$ cat config.mk
export PLATFORM = sky130hd
export DESIGN_NAME = frra_ram
export DESIGN_NICKNAME = d
export VERILOG_FILES = /design/src/frra_ram.sv
export SDC_FILE = /design/constraint.sdc
export NUM_CORES = 1
export LEC_CHECK = 0
export BUFFER_PORTS_ARGS = -buffer_cell sky130_fd_sc_hd__buf_2
export CELL_PAD_IN_SITES_DETAIL_PLACEMENT = 1
export CELL_PAD_IN_SITES_GLOBAL_PLACEMENT = 2
export CORE_ASPECT_RATIO = 0.5
export CORE_MARGIN = 2
export CORE_UTILIZATION = 46
export DETAILED_ROUTE_END_ITERATION = 12
export PLACE_DENSITY_LB_ADDON = 0.08
export SLEW_MARGIN = 10
export SYNTH_ARGS = -nofsm -noshare
export SYNTH_HDL_FRONTEND = slang
export SYNTH_SLANG_ARGS = --single-unit
$ cat constraint.sdc
create_clock -name clk -period 2 [get_ports clk]
set_input_delay 0.1 -clock clk [delete_from_list [all_inputs] [get_ports clk]]
set_output_delay 0.1 -clock clk [all_outputs]
set_load 0.03 [all_outputs]
$ cat src/frra_ram.sv
// ----------------------------------------------------------------------------
// frra_ram
// Generic single-write, single-read RAM with registered read data.
// ----------------------------------------------------------------------------
module frra_ram #(
  parameter int WIDTH = 8,
  parameter int DEPTH = 16
) (
  input  logic                                    clk,
  input  logic                                    we,
  input  logic [((DEPTH > 1) ? $clog2(DEPTH) : 1)-1:0] waddr,
  input  logic [WIDTH-1:0]                        wdata,
  input  logic [((DEPTH > 1) ? $clog2(DEPTH) : 1)-1:0] raddr,
  output logic [WIDTH-1:0]                        rdata
);

  logic [WIDTH-1:0] mem [DEPTH];

  always_ff @(posedge clk) begin
    if (we) begin
      mem[waddr] <= wdata;
    end
  end

  // read returns old data on a same-address write
  always_ff @(posedge clk) begin
    rdata <= mem[raddr];
  end

endmodule

==> results.ini <==
[outcome]
outcome = complete, no violations

[global_routing]
overflow = 0
grt_pass1_vias = 2611
antenna_found_initial = 0
grt_pass1_wl_mm = 16.7
grt_use_total_pct = 20.3
grt_max_degree = 33

[drt]
wl_per_cell_um = 24.9
antenna_left = 0
num_vias = 2482
dr.first_iter.drc_count = 127
vias_per_cell = 5.62
drc = 0
routed_wirelength_mm = 11.0
first_pass_iters = 4

[sta]
setup_viol_count_final = 0
period_share_pct = 73.1
fin_hold_ws_ns = 0.0826
fmax_mhz = 684
slew_headroom_pct = 72.1
tns_ns = 0
rsz0062_at_grt = no
worst_slew_pin_slew_ns = 0.419
drv_slew = 0
finClkSkew_ns = 0.00602
fin_crit_ns = 1.46
layout_setup_ws_ns = 0.539
hold_violations = 0

[worst_setup_path]
rrSetupSlack_ns = 0.54
rr_endpoint = rdata[7]
critPathBufInv = 0
worstSetupPathType = flop to flop
crit_family = multiplexers
reg2reg_depth = 3
cp_slowest_cell = mux4_2
slowest_delay_ns = 0.48
cp-start-kind = flop
startpoint = mem[3][7]
worstPathArrival_ns = 1.75
crit_path_end_kind = flop
crit_chain = mux4_2 > a22oi_1 > nand2_1
path_max_fanout = 1
required_ns = 2.29
rr_startpoint = mem[3][7]

[cts]
ctsHoldBuffers = 0
cts_tree = built
numClockSinks = 136
cts_buffers = 17
htreeDepth = 4
path_clk_slew_ns = 0.06
postCtsSetupRepairBufs = 0
cts-root-buf = clkbuf_16
cts-resized-gates = 0
clockBufferDepth = 2
insertion_delay_ns = 0.41

[power_and_ir_drop]
power.leakage_nw = 2.12
power.density_mw_per_mm2 = 1120
vdd_drop_max_mv = 0.651

[final_layout]
nNetsFinal = 302
fin_area_sq_mm = 0.00619
num_antenna_cells = 0
register_area_sq_mm = 0.00400
multi_input_area_sq_mm = 0.00106
area_delta_synth_final_pct = 20.2
drive_above_1_share_pct = 31.3
fillCellCount = 961

[die]
io_pins = 26
dieArea_sq_mm = 0.0121
fp.coreArea_sq_mm = 0.0109
dieWidth_um = 154
dieHeight_um = 78.8
start_util_pct = 47.0
fp-row-count = 27

[yosys]
synthAdderAreaFrac_pct = 0
synth_commonest_cells = 128 x edfxtp_1, 18 x mux4_2, 16 x a22oi_1, 14 x mux4_1, 13 x nor2_1
synth_ff_type = edfxtp_1
synth_top_family_by_area = multiplexers
synthMuxAreaShare_pct = 15.0
synth_compound_area_share_pct = 2.33
synth-simple-area-share_pct = 3.18
yosys_warnings = 0
yosysMostFrequentCell = edfxtp_1
syn_avg_cell_area_sq_um = 22.5
synthCells = 229
synth_xor_area_share_pct = 0
synth_top_area_cell = edfxtp_1
ys_ff_latch = 136
synth_fp_nets = 247
seq_area_frac_synth_pct = 77.8
synth_enable_flop_cells = 128
syn_area_sq_mm = 0.00515
synth_async_sr_flop_share_pct = 0
synth_top_area_share_pct = 74.7
ys_types = 19
synthTopCellsByArea = edfxtp_1 75%, mux4_2 7.9%, mux4_1 7.1%

[placement]
portBuffers = 25
dp_hpwl_mm = 6.98
place.gp.congestion = 0.727
pre_cts_ws_ns = 0.242
placed_area_sq_mm = 0.00555

[hold_path]
min_to = mem[14][3]
min_from = wdata[3]
holdCritPathClass = input pin to flop
whs_path_depth = 1

[flow_run]
maxCapViolations = 0

worst register-to-register path: stages, from the launching register on:
cell and delay, ns:
edfxtp_1 0.35, mux4_2 0.48, a22oi_1 0.40, nand2_1 0.11
sequential cells by signal (all words and copies together), names as in the netlist:
| name | cells |
|---|---|
| mem | 128 |
| rdata | 8 |
cell families (layout without fill, tap and decap cells):
logic type / count (synthesis) / count (layout)
simple gates: 35 / 35
mux: 32 / 32
flops: 136 / 136
compound gates: 16 / 16
buf+inv: 10 / 78
per-layer routing:
layer | GRT usage [%] | up-vias | wire (um)
met3 | 5.95 | 8 | 337
met1 | 30.0 | 1343 | 5560
met2 | 29.1 | 43 | 5030
met5 | 0 | - | 0
met4 | 6.97 | 0 | 73
li1 | - | 1088 | -
cells in the final DEF, fill, tap and decap left out:
cell	n
clkinv_4	3
clkbuf_1	3
mux4_2	18
buf_4	19
nand3b_1	2
nand2b_1	2
clkinv_2	1
dfxtp_1	8
buf_12	2
clkbuf_16	17
bufinv_16	5
edfxtp_1	128
or3b_2	1
buf_2	25
nor3_1	4
a22oi_1	16
mux4_1	14
nor2b_1	1
clkinv_1	1
nor2_1	13
nand3_1	1
clkinvlp_4	2
nand2_1	9
and2b_1	1
and2_1	1
power breakdown:
group	switching (mW)	leakage (nW)	internal [mW]	total [mW]
combinational	0.217	0.590	0.131	0.348
clock	1.16	0.302	2.21	3.37
sequential	0.0167	1.22	3.19	3.20
layout make-up:
type	instances	area share, %
flip-flops and latches	136	64.7
multi-input cells	83	17.1
clock buffers	20	7.06
repair buffers	46	4.97
clock inverters	12	3.24
well taps	145	2.93
through the flow:
step                std cells  util, %  power [mW]
global placement          410     50.7        3.60
global route              442     56.5        7.11
CTS                       442     56.5        6.98
detailed placement        410     50.7        3.62
finish                    442     56.5        6.92
floorplan                 229        -        3.46
worst max-delay path by stage:
stage / end / depth (start not counted) / slack (ns)
final: rdata[7] / 3 / 0.54
after global routing: rdata[7] / 3 / 0.46
after CTS: rdata[7] / 3 / 0.55
after detailed placement: rdata[3] / 5 / 0.24
after global placement: rdata[3] / 5 / 0.28
after floorplan: mem[0][0] / 2 / 0.41
Power figures use the tool's default switching activity.
