File: config.mk
export PLATFORM = sky130hd
export DESIGN_NAME = frra_ctrl
export DESIGN_NICKNAME = d
export VERILOG_FILES = /design/src/frra_pkg.sv /design/src/frra_ctrl.sv
export SDC_FILE = /design/constraint.sdc
export NUM_CORES = 1
export LEC_CHECK = 0
export ABC_AREA = 1
export BUFFER_PORTS_ARGS = -buffer_cell sky130_fd_sc_hd__buf_2
export CAP_MARGIN = 40
export CORE_MARGIN = 2
export CORE_UTILIZATION = 45
export DETAILED_ROUTE_END_ITERATION = 8
export GPL_TIMING_DRIVEN = 0
export PLACE_DENSITY = 0.8
export SYNTH_ARGS = -nofsm -noshare
export SYNTH_HDL_FRONTEND = slang
export SYNTH_SLANG_ARGS = --single-unit
File: constraint.sdc
create_clock -name clk -period 5.5 [get_ports clk]
set_input_delay 0.55 -clock clk [delete_from_list [all_inputs] [get_ports clk]]
set_output_delay 0.55 -clock clk [all_outputs]
set_load 0.05 [all_outputs]
File: src/frra_pkg.sv
// ----------------------------------------------------------------------------
// frra_pkg
// Shared widths, codes and types of the fence-retired ring allocator.
// ----------------------------------------------------------------------------
package frra_pkg;

  localparam int CAP_W    = 11;
  localparam int LEN_W    = 11;
  localparam int FENCE_W  = 64;
  localparam int OFF_W    = 10;

  localparam int DEFAULT_MAX_SLOTS = 1024;

  localparam logic [CAP_W-1:0] CAP_RESET = 11'd1024;

  localparam logic CMD_ALLOC   = 1'b0;
  localparam logic CMD_RELEASE = 1'b1;

  typedef enum logic [1:0] {
    ST_OK        = 2'd0,
    ST_TOO_LARGE = 2'd1,
    ST_FULL      = 2'd2,
    ST_UNKNOWN   = 2'd3
  } status_t;

  typedef enum logic [3:0] {
    S_CLEAR,
    S_IDLE,
    S_DISPATCH,
    S_REL_CHK,
    S_RET_CHK,
    S_RET_RD,
    S_FIT,
    S_PAD_CHK,
    S_PLACE_RD,
    S_PLACE_CHK
  } fsm_state_t;

endpackage

File: src/frra_ctrl.sv
// ----------------------------------------------------------------------------
// frra_ctrl
// Sequencer: clearing sweep (writes only); retire walk, pad/wrap, placement
// and release, all as read-modify-write passes over the segment RAM.
// ----------------------------------------------------------------------------
module frra_ctrl
  import frra_pkg::*;
#(
  parameter int MAX_SLOTS = DEFAULT_MAX_SLOTS,
  localparam int SW = (MAX_SLOTS > 1) ? $clog2(MAX_SLOTS) : 1,
  localparam int KW = ((SW + 1) > CAP_W) ? (SW + 1) : CAP_W,
  localparam int WW = SW + FENCE_W + 2
) (
  input  logic               clk,
  input  logic               rst,
  input  logic               cfg_we,
  input  logic [KW-1:0]      ecap,
  input  logic               start,
  input  logic               cmd,
  input  logic [LEN_W-1:0]   run_length,
  input  logic [FENCE_W-1:0] fence,
  input  logic [OFF_W-1:0]   run_offset,
  output logic               busy,
  output logic               done,
  output logic [1:0]         status,
  output logic [OFF_W-1:0]   granted_offset,
  output logic               mem_we,
  output logic [SW-1:0]      mem_waddr,
  output logic [WW-1:0]      mem_wdata,
  output logic [SW-1:0]      mem_raddr,
  input  logic [WW-1:0]      mem_rdata
);

  localparam int VAL_BIT = WW - 1;
  localparam int REL_BIT = WW - 2;
  localparam logic [SW-1:0] LAST_SLOT = SW'(MAX_SLOTS - 1);

  fsm_state_t state, state_next;

  logic [SW-1:0]      head, head_next;
  logic [SW-1:0]      tail, tail_next;
  logic [SW-1:0]      clr_idx;
  logic               cmd_q;
  logic [KW-1:0]      count_q;
  logic [FENCE_W-1:0] fence_q;
  logic [KW-1:0]      offset_q;
  logic               done_q;
  status_t            status_q;
  logic [OFF_W-1:0]   granted_q;

  logic               res_fire;
  status_t            res_status;
  logic [OFF_W-1:0]   res_offset;

  // segment word fields
  logic               rd_valid;
  logic               rd_rel;
  logic [FENCE_W-1:0] rd_fence;
  logic [SW-1:0]      rd_len;

  logic [KW-1:0] head_k, tail_k, rem, room_lo, room_pad;
  logic [KW:0]   head_sum, head_wrap, tail_sum, tail_wrap;
  logic [SW-1:0] head_adv, tail_adv, off_slot;
  logic          too_large, off_bad, retire_ok, fit_now, need_pad;

  assign rd_valid = mem_rdata[VAL_BIT];
  assign rd_rel   = mem_rdata[REL_BIT];
  assign rd_fence = mem_rdata[SW +: FENCE_W];
  assign rd_len   = mem_rdata[SW-1:0];

  assign head_k   = KW'(head);
  assign tail_k   = KW'(tail);
  assign off_slot = offset_q[SW-1:0];

  assign too_large = count_q > (ecap - KW'(1));
  assign off_bad   = offset_q >= ecap;
  assign retire_ok = rd_valid && rd_rel && (rd_fence <= fence_q);

  // next head after retiring the front segment, mod capacity
  assign head_sum  = (KW + 1)'(head_k) + (KW + 1)'(rd_len);
  assign head_wrap = (head_sum >= (KW + 1)'(ecap)) ? head_sum - (KW + 1)'(ecap) : head_sum;
  assign head_adv  = head_wrap[SW-1:0];

  assign tail_sum  = (KW + 1)'(tail_k) + (KW + 1)'(count_q);
  assign tail_wrap = (tail_sum >= (KW + 1)'(ecap)) ? tail_sum - (KW + 1)'(ecap) : tail_sum;
  assign tail_adv  = tail_wrap[SW-1:0];

  assign rem      = ecap - tail_k;
  assign room_lo  = head_k - tail_k - KW'(1);
  assign room_pad = head_k - KW'(1);

  // room check; head at slot 0 never pads
  always_comb begin
    fit_now  = 1'b0;
    need_pad = 1'b0;
    if (head <= tail) begin
      if (head == '0) begin
        fit_now = (rem - KW'(1)) >= count_q;
      end else if (rem < count_q) begin
        need_pad = 1'b1;
      end else begin
        fit_now = 1'b1;
      end
    end else begin
      fit_now = room_lo >= count_q;
    end
  end

  // next state
  always_comb begin
    state_next = state;
    unique case (state)
      S_CLEAR: begin
        if (clr_idx == LAST_SLOT) state_next = S_IDLE;
      end
      S_IDLE: begin
        if (start) state_next = S_DISPATCH;
      end
      S_DISPATCH: begin
        if (cmd_q == CMD_RELEASE) begin
          state_next = off_bad ? S_IDLE : S_REL_CHK;
        end else begin
          state_next = too_large ? S_IDLE : S_RET_CHK;
        end
      end
      S_REL_CHK:   state_next = S_IDLE;
      S_RET_CHK:   state_next = retire_ok ? S_RET_RD : S_FIT;
      S_RET_RD:    state_next = S_RET_CHK;
      S_FIT: begin
        if (fit_now) state_next = S_PLACE_CHK;
        else if (need_pad) state_next = S_PAD_CHK;
        else state_next = S_IDLE;
      end
      S_PAD_CHK:   state_next = (room_pad >= count_q) ? S_PLACE_RD : S_IDLE;
      S_PLACE_RD:  state_next = S_PLACE_CHK;
      S_PLACE_CHK: state_next = S_IDLE;
      default:     state_next = S_IDLE;
    endcase
  end

  // datapath and memory controls
  always_comb begin
    mem_we     = 1'b0;
    mem_waddr  = tail;
    mem_wdata  = '0;
    mem_raddr  = head;
    res_fire   = 1'b0;
    res_status = ST_OK;
    res_offset = '0;
    head_next  = head;
    tail_next  = tail;
    unique case (state)
      S_CLEAR: begin
        mem_we    = 1'b1;
        mem_waddr = clr_idx;
      end
      S_DISPATCH: begin
        if (cmd_q == CMD_RELEASE) begin
          mem_raddr = off_slot;
          if (off_bad) begin
            res_fire   = 1'b1;
            res_status = ST_UNKNOWN;
          end
        end else if (too_large) begin
          res_fire   = 1'b1;
          res_status = ST_TOO_LARGE;
        end
      end
      S_REL_CHK: begin
        res_fire = 1'b1;
        if (rd_valid) begin
          mem_we    = 1'b1;
          mem_waddr = off_slot;
          mem_wdata = {1'b1, 1'b1, fence_q, rd_len};
        end else begin
          res_status = ST_UNKNOWN;
        end
      end
      S_RET_CHK: begin
        if (retire_ok) begin
          mem_we    = 1'b1;
          mem_waddr = head;
          head_next = head_adv;
        end
      end
      S_FIT: begin
        mem_raddr = tail;
        if (!fit_now && !need_pad) begin
          res_fire   = 1'b1;
          res_status = ST_FULL;
        end
      end
      S_PAD_CHK: begin
        mem_we    = !rd_valid;
        mem_wdata = {1'b1, 1'b1, {FENCE_W{1'b0}}, rem[SW-1:0]};
        tail_next = '0;
        if (room_pad < count_q) begin
          res_fire   = 1'b1;
          res_status = ST_FULL;
        end
      end
      S_PLACE_RD: begin
        mem_raddr = tail;
      end
      S_PLACE_CHK: begin
        mem_we     = !rd_valid;
        mem_wdata  = {1'b0 ^ 1'b1, 1'b0, {FENCE_W{1'b0}}, count_q[SW-1:0]};
        res_fire   = 1'b1;
        res_offset = tail_k[OFF_W-1:0];
        tail_next  = tail_adv;
      end
      default: begin
      end
    endcase
  end

  always_ff @(posedge clk) begin
    if (rst || cfg_we) begin
      state   <= S_CLEAR;
      clr_idx <= '0;
      head    <= '0;
      tail    <= '0;
      done_q  <= 1'b0;
    end else begin
      state <= state_next;
      if (state == S_CLEAR) clr_idx <= clr_idx + SW'(1);
      head   <= head_next;
      tail   <= tail_next;
      done_q <= res_fire;
    end
  end

  always_ff @(posedge clk) begin
    if (state == S_IDLE && start) begin
      cmd_q    <= cmd;
      count_q  <= KW'(run_length);
      fence_q  <= fence;
      offset_q <= KW'(run_offset);
    end
    if (res_fire) begin
      status_q  <= res_status;
      granted_q <= res_offset;
    end
  end

  assign busy           = (state != S_IDLE);
  assign done           = done_q;
  assign status         = status_q;
  assign granted_offset = granted_q;

  a_head_in_ring: assert property (@(posedge clk) disable iff (rst)
    (state != S_CLEAR) |-> (head_k < ecap && tail_k < ecap))
    else $error("head or tail outside ring");

  a_idle_no_write: assert property (@(posedge clk) disable iff (rst)
    (state == S_IDLE) |-> !mem_we)
    else $error("segment write while idle");

  a_accept_dispatch: assert property (@(posedge clk) disable iff (rst)
    (start && !busy && !cfg_we) |=> (state == S_DISPATCH))
    else $error("accepted command not dispatched");

  a_done_idle: assert property (@(posedge clk) disable iff (rst)
    done |-> (state == S_IDLE))
    else $error("result strobe outside idle");

endmodule

==> run metrics <==
outcome=completed; # DRC=0; CP Class=reg2reg; post-route cell area=between 10000 and 15000 um2; Hold WC Path Type=in2reg; GRT Resource Usage Total=between 20% and 30%; Syn. warnings=0; hold_sp=fence[28]; post_cts resized=0; ys async rst share=0%; io pins=between 200 and 300; static leakage=around 7.4 nW; initial DRC count=around 1200; Hold-fix buffers, CTS=0; Die Span X=about 170 um; Max Clock Freq=just over 0.2 GHz; Initial Util=between 40% and 50%; CP Launch Type=register; Core ar.=approximately 27000 um2; flop and latch count out of synthesis=about 130; family with the most delay on the worst path=simple AND/OR/NAND/NOR gates; met1 Usage GRT=38.3%; largest net degree at the start of global routing=33; via count=12400; Post-synth top cells=nand2_1, inv_1, ha_1, nor2_1, a21oi_1; area share of the leading cell type in the synthesized netlist=between 20% and 30%; DIE AREA=between 20000 and 30000 um2; kind of end point of the critical path=register; Avg Inst Size Synth=7.63 um2; CTS buffer count=17; min Tclk post-route=between 4 and 5 ns; Slew HR=between 50 and 60%; DR vias/cell=5.49; GRT busiest layer=met2; CP max-delay cell=dfxtp_1; skew final=between 0.01 and 0.015 ns; Hold Fails Final Rpt=0; GRT met3 Usage=5.26%; Most used DFF post-synth=edfxtp_1; Hold Path Stages=1; final worst path period share=88.7%; HPWL Detailed=34.0 mm; ordered cell list for the critical path=inv_1 -> fa_1 -> or2_2 -> nand2_1 -> inv_1 -> nor2_1 -> nand4_1 -> nor2_1 -> nand2_1 -> nor2_1 -> nand2_1 -> nand2_1 -> nand2_1 -> ha_1 -> nand2_1 -> nor2_1 -> a211oi_1 -> nand3_1 -> o21ai_0 -> nand2_1 -> nand2_1 -> nand4_1 -> nand3_2; sequential fraction of the synthesis area=about 30%; share of layout cells above drive strength 1=approximately a fifth; Slew Viols, Final=0; port buffer count=roughly 290; R2R depth=23; worst endpoint required time=roughly 5.6 ns; largest cells by area after synthesis=edfxtp_1, ha_1, nand2_1; most frequent cell after synthesis=nand2_1; Worst path max stage delay=0.56 ns; Crit path arrival time=4.97 ns; Sink Count=around 130; drt first pass iters=5; chip height=169 um; most frequent CP cell=nand2_1; Crit path buffers/inverters=2; Setup crit start=tail[1]; Hold EP=fence_q[28]; M2 GR Usage=a little under half; dpl cells=roughly 2200; Reg2Reg Setup Slack=0.62 ns; final setup vio count=0; DRT antenna net count=0; deepest clock path buffer count=2; Post-CTS Setup Bufs=0; cell taking the most area after synthesis=edfxtp_1; Placer Congestion=roughly 1.0; Synth cell types=48; global-route wire length before repair=63.1 mm; maxcap violations=0; DR WL/cell=between 15 and 20 um; final wirelength=41.9 mm; Post-DP Area=14100 um2; row count=60; worst vdd ir=approximately 0.00018 V; initial antenna violation count=2; vias in the first global route=approximately 12000; Post-Synthesis Net Count=~2000; r2r endpoint=status[0]; Slew @ Worst Pin=0.722 ns; Root Driver=clkbuf_16; crit-path max FO=13; CTS tree=built; PwrDens=around 180 nW/um2; final cell count without fillers=around 2300; nets=~2300; H-tree depth=4; CTS clock-pin slew for the worst setup and hold paths=around 0.07 ns; Post-synth EDFFs=98; Clock Latency Late Sink=about 0.44 ns; RSZ-0062 raised after global routing=false; synthesized area=between 10000 and 15000 um2; Critical R2R Launch=tail[1]; GRT overflow=0; post-synthesis cell count=approximately 1600; P&R area growth vs syn=20.7%
==> state kept, by name, summed over array words and instances, names as in the netlist <==
name and cells:
count_q 11, head 10, granted_offset 10, status 2, state 4, clr_idx 10
fence_q 64, cmd_q 1, offset_q 10, done 1, tail 10
==> cell usage in the layout (no fill, tap or decap), drive strengths merged, types with 5 or more instances in the layout <==
master / instances
o21bai: 9
o21ai: 58
o2111ai: 6
fa: 6
dfxtp: 35
inv: 243
clkbuf: 32
ha: 196
o221ai: 21
a21oi: 139
buf: 301
o21a: 5
xnor2: 13
nor4: 5
nand4: 26
edfxtp: 98
nor2: 185
a221oi: 5
nand3: 73
o211ai: 9
nor3: 29
xor2: 57
nand2: 335
==> layout make-up <==
cell class	count	area, um2
inverter	238	893
tap	341	427
fill	2548	12100
multi-input combinational	1201	7550
antenna	1	2.50
sequential	133	3640
clock buffer	18	429
clock inverter	14	151
buffer	25	123
timing repair buffer	290	1500
==> metrics by stage <==
step	util, %	total power (W)	hold WS, ns	setup WS [ns]	TNS (ns)
6_report	54.9	0.00262	0.280	0.624	0
5_1_grt	54.9	0.00273	0.264	0.201	0
4_1_cts	54.9	0.00263	0.263	0.483	0
3_5_place_dp	52.7	0.00148	0.493	0.265	0
3_3_place_gp	52.4	0.00147	0.471	-1.19	-102.17
2_1_floorplan	-	0.00134	0.456	0.401	0
==> power breakdown <==
part / leakage, nW / switching (W) / total (W) / internal [W]
sequential: 1.14 / 0.000000868 / 0.00107 / 0.00107
combinational: 5.96 / 0.000235 / 0.000395 / 0.000160
clock: 0.275 / 0.000478 / 0.00115 / 0.000672
total: 7.38 / 0.000714 / 0.00262 / 0.00191
==> kinds of logic (layout without fill, tap and decap cells) <==
family | count (synthesis) | count (layout) | share of synthesized area, %
simple gates | 662 | 662 | 22.7
compound gates | 267 | 267 | 12.8
buf+inv | 263 | 585 | 8.33
fa+ha+maj | 202 | 202 | 21.1
flops | 133 | 133 | 29.9
xor+xnor | 70 | 70 | 5.21
other cells | 0 | 1 | 0
==> layer usage <==
metal	wire length, um	up-vias
li1	-	6016
met3	3520	105
met1	17600	5716
met5	0	-
met2	19100	565
met4	1650	0
==> how the worst max path moves through the flow <==
| stage | slack (ns) | cells past startpoint | endpoint |
|---|---|---|---|
| final | 0.62 | 23 | status[0] |
| after global routing | 0.20 | 24 | status[1] |
| after CTS | 0.48 | 25 | done |
| after detailed placement | 0.26 | 28 | done |
| after global placement | -1.19 | 4 | fence_q[48] |
| after floorplan | 0.40 | 4 | cmd_q |
Power figures use the tool's default switching activity.
